`src/rtl/core/oss_pkg.sv`:
```
// Shared definitions for the order statistic set: sizes, command and status
// codes, and the request bundle sent to the key store.
// No dependencies.
package oss_pkg;

    localparam int CAPACITY  = 64;
    localparam int KEY_WIDTH = 32;

    // Store address and fill count widths.
    localparam int IDX_W = $clog2(CAPACITY);
    localparam int CNT_W = $clog2(CAPACITY + 1);

    // Fixed widths of the stream fields.
    localparam int POS_W    = 7;
    localparam int CNTF_W   = 7;
    localparam int CMD_W    = 2;
    localparam int STATUS_W = 2;

    localparam int S_TDATA_W = ((KEY_WIDTH + POS_W + 7) / 8) * 8;
    localparam int M_TDATA_W = ((KEY_WIDTH + 2 * CNTF_W + 7) / 8) * 8;

    typedef enum logic [CMD_W-1:0] {
        CMD_INSERT = 2'd0,
        CMD_ERASE  = 2'd1,
        CMD_SELECT = 2'd2,
        CMD_RANK   = 2'd3
    } t_cmd;

    typedef enum logic [STATUS_W-1:0] {
        STS_OK     = 2'd0,
        STS_RANGE  = 2'd1,
        STS_FULL   = 2'd2
    } t_status;

    typedef struct packed {
        logic                 wr_en;
        logic [IDX_W-1:0]     wr_addr;
        logic [KEY_WIDTH-1:0] wr_data;
        logic                 rd_en;
        logic [IDX_W-1:0]     rd_addr;
    } t_ram_req;

endpackage

```
`src/rtl/core/oss_key_ram.sv`:
```
// Key store of the order statistic set: one write and one registered read
// port per cycle. Depends on oss_pkg for its sizes and request bundle.
module oss_key_ram (
    input  logic                          i_clk,
    input  oss_pkg::t_ram_req             i_req,
    output logic [oss_pkg::KEY_WIDTH-1:0] o_rd_data
);

    logic [oss_pkg::KEY_WIDTH-1:0] r_mem [oss_pkg::CAPACITY];

    always_ff @(posedge i_clk) begin
        if (i_req.wr_en) begin
            r_mem[i_req.wr_addr] <= i_req.wr_data;
        end
        if (i_req.rd_en) begin
            o_rd_data <= r_mem[i_req.rd_addr];
        end
    end

endmodule

```
`src/rtl/core/order_statistic_set.sv`:
```
// Top level of the order statistic set: command sequencer, binary search and
// shift engine around the key store. Depends on oss_pkg and oss_key_ram.
// Usage. Commands arrive on the slave stream, one per transfer: tuser holds the command
// (insert, erase, select by index, rank of key) and tdata the key and the select position.
// Every command produces exactly one result transfer on the master stream with the selected
// key, the rank, the set size after the command and, in tuser, the status.
// Timing. Insert, erase and rank run a binary search of s <= ceil(log2(n+1)) halving steps
// over the n stored keys, each a store read and then a compare, followed by a check that
// sees the window close and a decide step. Insert moves each larger key up and erase moves
// each larger key down, each key read from the store and then written back, followed by a
// step that places the key or drops the count. A done step closes the command and a hold
// step loads the result register. A select reads the store straight from the command
// transfer; a select out of range goes straight to the done step. Ready returns in the
// same cycle as the result becomes valid.
// Reset and stalls. Reset empties the set; the store needs no clearing since only entries
// below the fill count are read. A result waits in the output register while the receiver
// stalls; a new command is taken meanwhile but cannot complete until that result is taken.
module order_statistic_set (
    input  logic                          i_clk,
    input  logic                          i_rst_n,
    // Command stream.
    input  logic                          s_axis_tvalid,
    output logic                          s_axis_tready,
    // tdata, lowest bit up: key, position, zero fill.
    input  logic [oss_pkg::S_TDATA_W-1:0] s_axis_tdata,
    // tuser: cmd.
    input  logic [oss_pkg::CMD_W-1:0]     s_axis_tuser,
    // Result stream.
    output logic                          m_axis_tvalid,
    input  logic                          m_axis_tready,
    // tdata, lowest bit up: found_key, rank, set_size, zero fill.
    output logic [oss_pkg::M_TDATA_W-1:0] m_axis_tdata,
    // tuser: status.
    output logic [oss_pkg::STATUS_W-1:0]  m_axis_tuser
);

    localparam int KW = oss_pkg::KEY_WIDTH;
    localparam int CW = oss_pkg::CNT_W;
    localparam int IW = oss_pkg::IDX_W;
    localparam int PW = oss_pkg::POS_W;
    localparam int CMPW = (CW > PW) ? CW : PW;
    localparam int CNTF_W_L = oss_pkg::CNTF_W;

    typedef enum logic [8:0] {
        ST_IDLE     = 9'b000000001,
        ST_SRCH     = 9'b000000010,
        ST_SRCH_CMP = 9'b000000100,
        ST_DECIDE   = 9'b000001000,
        ST_SHIFT    = 9'b000010000,
        ST_SHIFT_WR = 9'b000100000,
        ST_SEL_WAIT = 9'b001000000,
        ST_DONE     = 9'b010000000,
        ST_HOLD     = 9'b100000000
    } t_state;

    t_state r_state, n_state;

    oss_pkg::t_cmd    r_cmd, n_cmd;
    logic signed [KW-1:0] r_key, n_key;
    logic [CW-1:0]    r_count, n_count;
    logic [CW-1:0]    r_lo, n_lo;
    logic [CW-1:0]    r_hi, n_hi;
    logic [CW-1:0]    r_mid, n_mid;
    logic [CW-1:0]    r_idx, n_idx;
    logic             r_hit, n_hit;

    logic [KW-1:0]    r_found, n_found;
    logic [CW-1:0]    r_rank, n_rank;
    oss_pkg::t_status r_status, n_status;

    logic                  r_m_valid, n_m_valid;
    logic [KW-1:0]         r_m_found, n_m_found;
    logic [CNTF_W_L-1:0]   r_m_rank, n_m_rank;
    logic [CNTF_W_L-1:0]   r_m_size, n_m_size;
    oss_pkg::t_status      r_m_status, n_m_status;

    oss_pkg::t_ram_req     w_req;
    logic signed [KW-1:0]  w_rd_data;
    logic [CW:0]           w_sum;
    logic                  w_accept;

    oss_key_ram u_key_ram (
        .i_clk     (i_clk),
        .i_req     (w_req),
        .o_rd_data (w_rd_data)
    );

    assign s_axis_tready = (r_state == ST_IDLE);
    assign w_accept      = s_axis_tvalid && s_axis_tready;
    assign w_sum         = {1'b0, r_lo} + {1'b0, r_hi};

    always_comb begin
        n_state    = r_state;
        n_cmd      = r_cmd;
        n_key      = r_key;
        n_count    = r_count;
        n_lo       = r_lo;
        n_hi       = r_hi;
        n_mid      = r_mid;
        n_idx      = r_idx;
        n_hit      = r_hit;
        n_found    = r_found;
        n_rank     = r_rank;
        n_status   = r_status;
        n_m_valid  = r_m_valid;
        n_m_found  = r_m_found;
        n_m_rank   = r_m_rank;
        n_m_size   = r_m_size;
        n_m_status = r_m_status;
        w_req      = '0;

        if (r_m_valid && m_axis_tready) begin
            n_m_valid = 1'b0;
        end

        case (r_state)
            ST_IDLE: begin
                if (w_accept) begin
                    n_cmd    = oss_pkg::t_cmd'(s_axis_tuser);
                    n_key    = s_axis_tdata[KW-1:0];
                    n_lo     = '0;
                    n_hi     = r_count;
                    n_hit    = 1'b0;
                    n_found  = '0;
                    n_rank   = '0;
                    n_status = oss_pkg::STS_OK;
                    if (oss_pkg::t_cmd'(s_axis_tuser) == oss_pkg::CMD_SELECT) begin
                        if (CMPW'(s_axis_tdata[KW+PW-1:KW]) < CMPW'(r_count)) begin
                            w_req.rd_en   = 1'b1;
                            w_req.rd_addr = IW'(s_axis_tdata[KW+PW-1:KW]);
                            n_state       = ST_SEL_WAIT;
                        end else begin
                            n_status = oss_pkg::STS_RANGE;
                            n_state  = ST_DONE;
                        end
                    end else begin
                        n_state = ST_SRCH;
                    end
                end
            end
            ST_SRCH: begin
                // One halving step of the lower-bound search.
                if (r_lo < r_hi) begin
                    n_mid         = w_sum[CW:1];
                    w_req.rd_en   = 1'b1;
                    w_req.rd_addr = IW'(w_sum[CW:1]);
                    n_state       = ST_SRCH_CMP;
                end else begin
                    n_state = ST_DECIDE;
                end
            end
            ST_SRCH_CMP: begin
                if (w_rd_data < r_key) begin
                    n_lo = r_mid + CW'(1);
                end else begin
                    n_hi = r_mid;
                end
                if (w_rd_data == r_key) begin
                    n_hit = 1'b1;
                end
                n_state = ST_SRCH;
            end
            ST_DECIDE: begin
                case (r_cmd)
                    oss_pkg::CMD_RANK: begin
                        n_rank  = r_lo;
                        n_state = ST_DONE;
                    end
                    oss_pkg::CMD_INSERT: begin
                        if (r_hit) begin
                            n_state = ST_DONE;
                        end else if (r_count >= CW'(oss_pkg::CAPACITY)) begin
                            n_status = oss_pkg::STS_FULL;
                            n_state  = ST_DONE;
                        end else begin
                            n_idx   = r_count;
                            n_state = ST_SHIFT;
                        end
                    end
                    oss_pkg::CMD_ERASE: begin
                        if (r_hit) begin
                            n_idx   = r_lo;
                            n_state = ST_SHIFT;
                        end else begin
                            n_state = ST_DONE;
                        end
                    end
                    default: begin
                        n_state = ST_DONE;
                    end
                endcase
            end
            ST_SHIFT: begin
                if (r_cmd == oss_pkg::CMD_INSERT) begin
                    // Move keys above the insertion point up by one place.
                    if (r_idx > r_lo) begin
                        w_req.rd_en   = 1'b1;
                        w_req.rd_addr = IW'(r_idx - CW'(1));
                        n_state       = ST_SHIFT_WR;
                    end else begin
                        w_req.wr_en   = 1'b1;
                        w_req.wr_addr = IW'(r_lo);
                        w_req.wr_data = r_key;
                        n_count       = r_count + CW'(1);
                        n_state       = ST_DONE;
                    end
                end else begin
                    // Close the gap left by the erased key.
                    if (({1'b0, r_idx} + (CW+1)'(1)) < {1'b0, r_count}) begin
                        w_req.rd_en   = 1'b1;
                        w_req.rd_addr = IW'(r_idx + CW'(1));
                        n_state       = ST_SHIFT_WR;
                    end else begin
                        n_count = r_count - CW'(1);
                        n_state = ST_DONE;
                    end
                end
            end
            ST_SHIFT_WR: begin
                w_req.wr_en   = 1'b1;
                w_req.wr_addr = IW'(r_idx);
                w_req.wr_data = w_rd_data;
                if (r_cmd == oss_pkg::CMD_INSERT) begin
                    n_idx = r_idx - CW'(1);
                end else begin
                    n_idx = r_idx + CW'(1);
                end
                n_state = ST_SHIFT;
            end
            ST_SEL_WAIT: begin
                n_found = w_rd_data;
                n_state = ST_DONE;
            end
            ST_DONE: begin
                n_state = ST_HOLD;
            end
            ST_HOLD: begin
                // Load the result once the output register is free.
                if (!r_m_valid || m_axis_tready) begin
                    n_m_valid  = 1'b1;
                    n_m_found  = r_found;
                    n_m_rank   = CNTF_W_L'(r_rank);
                    n_m_size   = CNTF_W_L'(r_count);
                    n_m_status = r_status;
                    n_state    = ST_IDLE;
                end
            end
            default: begin
                n_state = ST_IDLE;
            end
        endcase
    end

    always_ff @(posedge i_clk) begin
        if (!i_rst_n) begin
            r_state   <= ST_IDLE;
            r_count   <= '0;
            r_m_valid <= 1'b0;
        end else begin
            r_state   <= n_state;
            r_count   <= n_count;
            r_m_valid <= n_m_valid;
        end
        r_cmd      <= n_cmd;
        r_key      <= n_key;
        r_lo       <= n_lo;
        r_hi       <= n_hi;
        r_mid      <= n_mid;
        r_idx      <= n_idx;
        r_hit      <= n_hit;
        r_found    <= n_found;
        r_rank     <= n_rank;
        r_status   <= n_status;
        r_m_found  <= n_m_found;
        r_m_rank   <= n_m_rank;
        r_m_size   <= n_m_size;
        r_m_status <= n_m_status;
    end

    assign m_axis_tvalid = r_m_valid;
    assign m_axis_tdata  = oss_pkg::M_TDATA_W'({r_m_size, r_m_rank, r_m_found});
    assign m_axis_tuser  = r_m_status;

    // The fill count never passes the capacity of the store.
    a_count_bound: assert property (@(posedge i_clk) disable iff (!i_rst_n)
        r_count <= CW'(oss_pkg::CAPACITY))
        else $error("fill count above capacity");

    // A command that has just been taken keeps the block busy next cycle.
    a_busy_after_accept: assert property (@(posedge i_clk) disable iff (!i_rst_n)
        w_accept |=> !s_axis_tready)
        else $error("ready high straight after a command transfer");

    // The store is written only by the shift engine.
    a_write_state: assert property (@(posedge i_clk) disable iff (!i_rst_n)
        w_req.wr_en |-> (r_state == ST_SHIFT || r_state == ST_SHIFT_WR))
        else $error("store written outside the shift phase");

    // The search window never inverts.
    a_search_window: assert property (@(posedge i_clk) disable iff (!i_rst_n)
        (r_state == ST_SRCH || r_state == ST_SRCH_CMP) |-> (r_lo <= r_hi))
        else $error("search bounds crossed");

    // While idle the fill count holds.
    a_idle_count: assert property (@(posedge i_clk) disable iff (!i_rst_n)
        (r_state == ST_IDLE) |=> (r_count == $past(r_count)))
        else $error("fill count changed while idle");

endmodule

```
`config.mk`:
```
export PLATFORM = sky130hd
export DESIGN_NAME = order_statistic_set
export DESIGN_NICKNAME = d
export VERILOG_FILES = /design/src/rtl/core/oss_pkg.sv /design/src/rtl/core/oss_key_ram.sv /design/src/rtl/core/order_statistic_set.sv
export SDC_FILE = /design/constraint.sdc
export NUM_CORES = 2
export LEC_CHECK = 0
export ABC_AREA = 1
export BUFFER_PORTS_ARGS = -buffer_cell sky130_fd_sc_hd__clkbuf_2
export CAP_MARGIN = 20
export CORE_MARGIN = 4
export CORE_UTILIZATION = 35
export CTS_CLUSTER_DIAMETER = 150
export DETAILED_ROUTE_END_ITERATION = 10
export PLACE_DENSITY = 0.48
export SETUP_SLACK_MARGIN = 0.4
export SYNTH_ARGS = -nofsm -noshare
export SYNTH_HDL_FRONTEND = slang
export SYNTH_SLANG_ARGS = --single-unit
```
`constraint.sdc`:
```
create_clock -name i_clk -period 7.8 [get_ports i_clk]
set_input_delay 0.78 -clock i_clk [delete_from_list [all_inputs] [get_ports i_clk]]
set_output_delay 0.78 -clock i_clk [all_outputs]
set_load 0.005 [all_outputs]
```
Word level (Yosys, flattened, before mapping)
Memories as Yosys holds them, arrays and structs flattened. A register that Yosys moved wholly into a read port is not among the register bits. Index checks and enable logic that the tools add are counted.

RAM bits: 2048. Memories kept: 1. Register bits after elaboration: 169. Output and inout port bits: 52.

$add $sub $neg: 7. Muxes and demuxes: 58. Reduce and logical (&&, ||, !) cells: 21. Order comparisons: 6. Equality and inequality tests: 28.

Memory list: u_key_ram.r_mem (words 64, width 32, read ports 1, clocked after Yosys merged registers in 1, write ports 1, RTL line oss_key_ram.sv:9) `logic [oss_pkg::KEY_WIDTH-1:0] r_mem [oss_pkg::CAPACITY];`.

Operators by type and width (number): two-way mux 7 bit (19); case mux 9 bit (9 select lines) (1); two-way mux 39 bit (2); case mux 39 bit (2 select lines) (1); case mux 7 bit (2 select lines) (5); case mux 32 bit (2 select lines) (1); two-way mux 8 bit (6); two-way mux 9 bit (4); == test 32 bit (1); < comparator 32 bit (1); two-way mux 32 bit (1); adder 7 x 1 -> 7 bit (second input constant) (3); case mux 7 bit (3 select lines) (1); inequality test 2 bit (second input constant) (9); case mux 8 bit (2 select lines) (1); AND reduction 3 bit (5); < comparator 7 bit (2); subtractor 7 x 1 -> 7 bit (second input constant) (2); inequality test 3 bit (second input constant) (4); AND reduction 2 bit (5); AND reduction 5 bit (2); == test 9 x 1 -> 1 bit (second input constant) (1); == test 9 x 2 -> 1 bit (second input constant) (1); == test 9 x 3 -> 1 bit (second input constant) (1); 24 further kinds (41).

Logic depth before layout (Yosys ltp)
Depth after elaboration: 6. Mapped depth: 25. Gate-level depth less buffers: 22.

Cells and area by module
Synthesis repeated with hierarchy kept, for this count alone.

Cells, all modules: 7646. Area, all modules: 91998.2 µm².

By module, submodules not included: oss_key_ram (instances 1, area each 83058.4 µm², cells each 6769); order_statistic_set (instances 1, area each 8939.8 µm², cells each 877).

Least setup slack after synthesis
Ideal clock, no wire load.

Kind: register to register. Start point: register r_idx[5]. End point: memory u_key_ram.r_mem[32][0] (netlist bit) (enable). Arrival time: 5150 ps. Stages on the path, launching flop included: 13. Path buffers: 1. Slack: 2148 ps. Period minus slack after synthesis: 5652 ps. Path through: edfxtp_1 > ha_1 > nand2_1 > nor2_1 > nand2_1 > nand2_1 > nand2_1 > nand3_1 > clkbuf_1 > o22ai_1 > nor2_1 > nand3_1 > nor4_1.

Longest elaborated chain between the ends: 6.

RTL lines: start: declaration (RTL line order_statistic_set.sv:64) `logic [CW-1:0] r_idx, n_idx;`; start signal: assignment (RTL line order_statistic_set.sv:269) `r_idx <= n_idx;`; greater-than comparator 7 bit (RTL line order_statistic_set.sv:196) `if (r_idx > r_lo) begin`; two-way mux 39 bit (RTL line order_statistic_set.sv:196); two-way mux 39 bit (RTL line order_statistic_set.sv:194) `if (r_cmd == oss_pkg::CMD_INSERT) begin`; case mux 39 bit (2 select lines) * (RTL line order_statistic_set.sv:116) `case (r_state)`; two-way mux 1 bit (RTL line oss_key_ram.sv:12) `if (i_req.wr_en) begin`; two-way mux 1 bit (not written as such) (RTL line oss_key_ram.sv:13) `r_mem[i_req.wr_addr] <= i_req.wr_data;`; end: declaration (RTL line oss_key_ram.sv:9).

Mark *: on every way between the ends. The rest lies on a longest branch, timed or not.

Worst setup path after layout
Start point: register r_idx[1]. End point: register u_key_ram.o_rd_data[23] (netlist bit), read port of u_key_ram.r_mem, data pin.

Longest elaborated chain between the ends: 5. Elaborated cells on any way between the ends: 9.

RTL lines: adder 7 x 1 -> 8 bit (RTL line order_statistic_set.sv:209) `if (({1'b0, r_idx} + (CW+1)'(1)) < {1'b0, r_count}) begin`; < comparator 8 x 7 -> 1 bit (RTL line order_statistic_set.sv:209); two-way mux 7 bit (RTL line order_statistic_set.sv:209); two-way mux 7 bit * (RTL line order_statistic_set.sv:194); case mux 7 bit (3 select lines) * (RTL line order_statistic_set.sv:116); end: declaration (RTL line oss_key_ram.sv:6) `output logic [oss_pkg::KEY_WIDTH-1:0] o_rd_data`.

Marks and branches as above. A chain may end at the register's enable or synchronous reset.

==> flow_metrics.env <==
export IMPL_syn2layout_area_growth_pct=13.2
export IMPL_place_area_sq_mm=0.105
export IMPL_mappedNetlistArea_sq_mm=0.100
export IMPL_yosys_warnings=0
export IMPL_first_global_vias=64800
export IMPL_finalNetCount=9184
export IMPL_power_density_mw_per_mm2=228
export IMPL_p_leak_nw=44.1
export IMPL_drive_gt1_share_pct=8.08
export IMPL_yosysSeqAreaShare_pct=67.2
export IMPL_grt_max_degree=150
export IMPL_syn_inst=9055
export IMPL_setup_viol=0
export IMPL_cts_resized=0
export IMPL_worstPathArrival_ns=6.38
export IMPL_hold_slack_ns=0.0652
export IMPL_wl_per_cell_um=24.9
export IMPL_crit_path_end_kind="flip-flop"
export IMPL_vdd_drop_max_mv=0.207
export IMPL_clock_latency_ns=0.93
export IMPL_cts_tree="yes"
export IMPL_required_ns=8.39
export IMPL_maxSlewViolCount=0
export IMPL_crit_path_frequent_cell="nand2_1"
export IMPL_die_h_um=543
export IMPL_hp_class="in2reg"
export IMPL_max_stage_delay_ns=0.68
export IMPL_clock_path_buffers=4
export IMPL_rsz0062_at_grt="no"
export IMPL_synth_edf_count=2232
export IMPL_rows=196
export IMPL_post_route_cell_area_sq_mm=0.113
export IMPL_portBuffers=94
export IMPL_h_tree_depth=5
export IMPL_synth_area_leaders="edfxtp_1 67%, nand3_1 11%, inv_1 5.8%"
export IMPL_async_flop_share_pct=0
export IMPL_status="finished, final reports clean"
export IMPL_antenna_found_initial=8
export IMPL_wirelength_um=324000
export IMPL_clock_root_buffer="clkbuf_16"
export IMPL_die_w_um=543
export IMPL_grt_pass1_wl_um=467000
export IMPL_core_area_sq_mm=0.285
export IMPL_clock_fmax_ghz=0.173
export IMPL_cts_buffers_inserted=274
export IMPL_synth_top_cell_area_share_pct=66.9
export IMPL_drtAntennaViolNets=0
export IMPL_cts_sinks=2249
export IMPL_critPathTopFamily="simple AND/OR/NAND/NOR gates"
export IMPL_synth_area_per_cell_sq_um=11.1
export IMPL_num_vias=67800
export IMPL_drc_errors=0
export IMPL_cts_clk_slew_worst_paths_ns=0.06
export IMPL_hpwlAfterDp_um=171000
export IMPL_finalCritPeriodShare_pct=74.2
export IMPL_grt_overflow=0
export IMPL_synthFlopType="edfxtp_1"
export IMPL_first_pass_iters=6
export IMPL_maxCapViolations=0
export IMPL_die_area_sq_mm=0.295
export IMPL_pin_count=98
export IMPL_grt_usage_pct=21.5
export IMPL_initial_core_util_pct=35.2
export IMPL_crit_slowest_cell="nand2_8"
export IMPL_postCtsHoldBufs=0
export IMPL_place_congestion=0.841
export IMPL_fin_crit_ns=5.79
export IMPL_fin_tns_setup_ns=0
export IMPL_cp_start_kind="flip-flop"
export IMPL_yosysUniqueCellTypes=45
export IMPL_yosys_area_top_type="edfxtp_1"
export IMPL_max_slew_margin_rel_pct=19.3
export IMPL_critPathKind="reg2reg"
export IMPL_crit_fanout=81
export IMPL_worst_slew_pin_slew_ns=1.21
export IMPL_ys_ff_latch=2249
export IMPL_dr_first_iter_drc_count=7184
export IMPL_fin_worst_skew_ns=0.0583
export IMPL_postCtsSetupRepairBufs=0
export IMPL_final_hold_violation_count=0
export IMPL_critPathBufInv=4
export IMPL_path_cells="ha_1, nand2_1, nor3_1, xor2_1, ha_1, nand2_1, inv_1, a21oi_1, nand2_1, inv_2, nand2_2, nand2_1, nand4_1, nand2_8, buf_12, buf_4, nand2_1, nand3_1, nand3_1, nand3_1, nand3_1, nand3_1, nand2_1"
export IMPL_via_per_inst=5.22
[synthesized netlist by cell type (all sizes together) (29+ instances only)]
cell / number
nand2: 1364
nor2: 165
o22ai: 42
ha: 72
edfxtp: 2232
o21ai: 29
nand3: 2216
buf: 377
inv: 1560
nand3b: 672
clkbuf: 177
a21oi: 50
[metal layers]
metal | vias up | track usage (%) | routed length (um)
li1 | 30800 | - | -
met4 | 2 | 5.51 | 7890
met3 | 489 | 3.18 | 21200
met1 | 34000 | 30.7 | 146000
met5 | - | 0 | 14
met2 | 2487 | 34.4 | 149000
[report_power, final]
part	internal (mW)	switching, mW
Combinational	0.275	0.734
Clock	6.80	4.81
Sequential	13.2	0.0414
Total	20.3	5.58
[layout by cell type (no fill, tap or decap), drive strengths merged, types with 2 or more instances in the layout]
cell / count
or2: 2
a21oi: 50
nand3: 2216
dfxtp: 17
o31ai: 2
clkinv: 78
a211oi: 5
clkbuf: 454
bufinv: 8
o21bai: 4
nor3: 14
fa: 2
a31oi: 8
o211ai: 5
nor3b: 3
diode: 2
nor2: 165
o22ai: 42
edfxtp: 2232
nand4: 8
xor2: 12
conb: 2
nand3b: 672
o21ai: 29
xnor2: 3
buf: 192
ha: 72
nor4: 4
clkinvlp: 3
nand2: 1364
inv: 1562
[stage by stage]
step	setup WS, ns	total power [mW]	util [%]	instances
after floorplan	2.15	14.1	-	9056
after global placement	2.05	14.5	37.0	12500
after detailed placement	2.16	14.5	37.0	12600
after CTS	2.11	26.1	39.8	13000
after global routing	1.58	26.7	39.8	13000
final	2.01	25.9	39.8	13000
[sequential cells by signal, indices dropped and copies added (netlist names)]
signal,cells
m_axis_tuser,2
m_axis_tvalid,1
r_cmd,2
r_count,7
r_found,32
r_hi,7
r_hit,1
r_idx,7
r_key,32
r_lo,7
r_m_found,32
r_m_rank,7
r_m_size,7
r_mid,7
r_rank,7
r_state,9
r_status,2
u_key_ram.o_rd_data,32
u_key_ram.r_mem,2048
[cell families (layout without fill, tap and decap cells)]
logic type	Yosys count	after routing	share of synthesized area, %
fa+ha+maj	74	74	0.939
flops	2249	2249	67.2
compound gates	150	150	0.868
simple gates	4449	4449	22.1
other cells	1	4	0.00374
xor+xnor	15	15	0.131
buf+inv	2117	2297	8.73
[worst paths after layout]
path	startpoint	to	slack, ns	cells after the start
worst max-delay path	r_idx[1]	u_key_ram.o_rd_data[23]	2.01	23
worst min-delay path	s_axis_tdata[14]	r_key[14]	0.07	1
worst max register to register	r_idx[1]	u_key_ram.o_rd_data[23]	2.01	23
worst min register to register	r_rank[1]	r_m_rank[1]	0.41	0
[area by class of cell]
type | instances | area [sq um]
Fill cell | 27200 | 172000
Sequential cell | 2249 | 67400
Multi-Input combinational cell | 4690 | 25200
Clock buffer | 360 | 7310
Inverter | 1563 | 5900
Tap cell | 3762 | 4710
Timing Repair Buffer | 286 | 2350
Clock inverter | 88 | 613
Antenna cell | 2 | 5.00
Power figures use the tool's default switching activity.
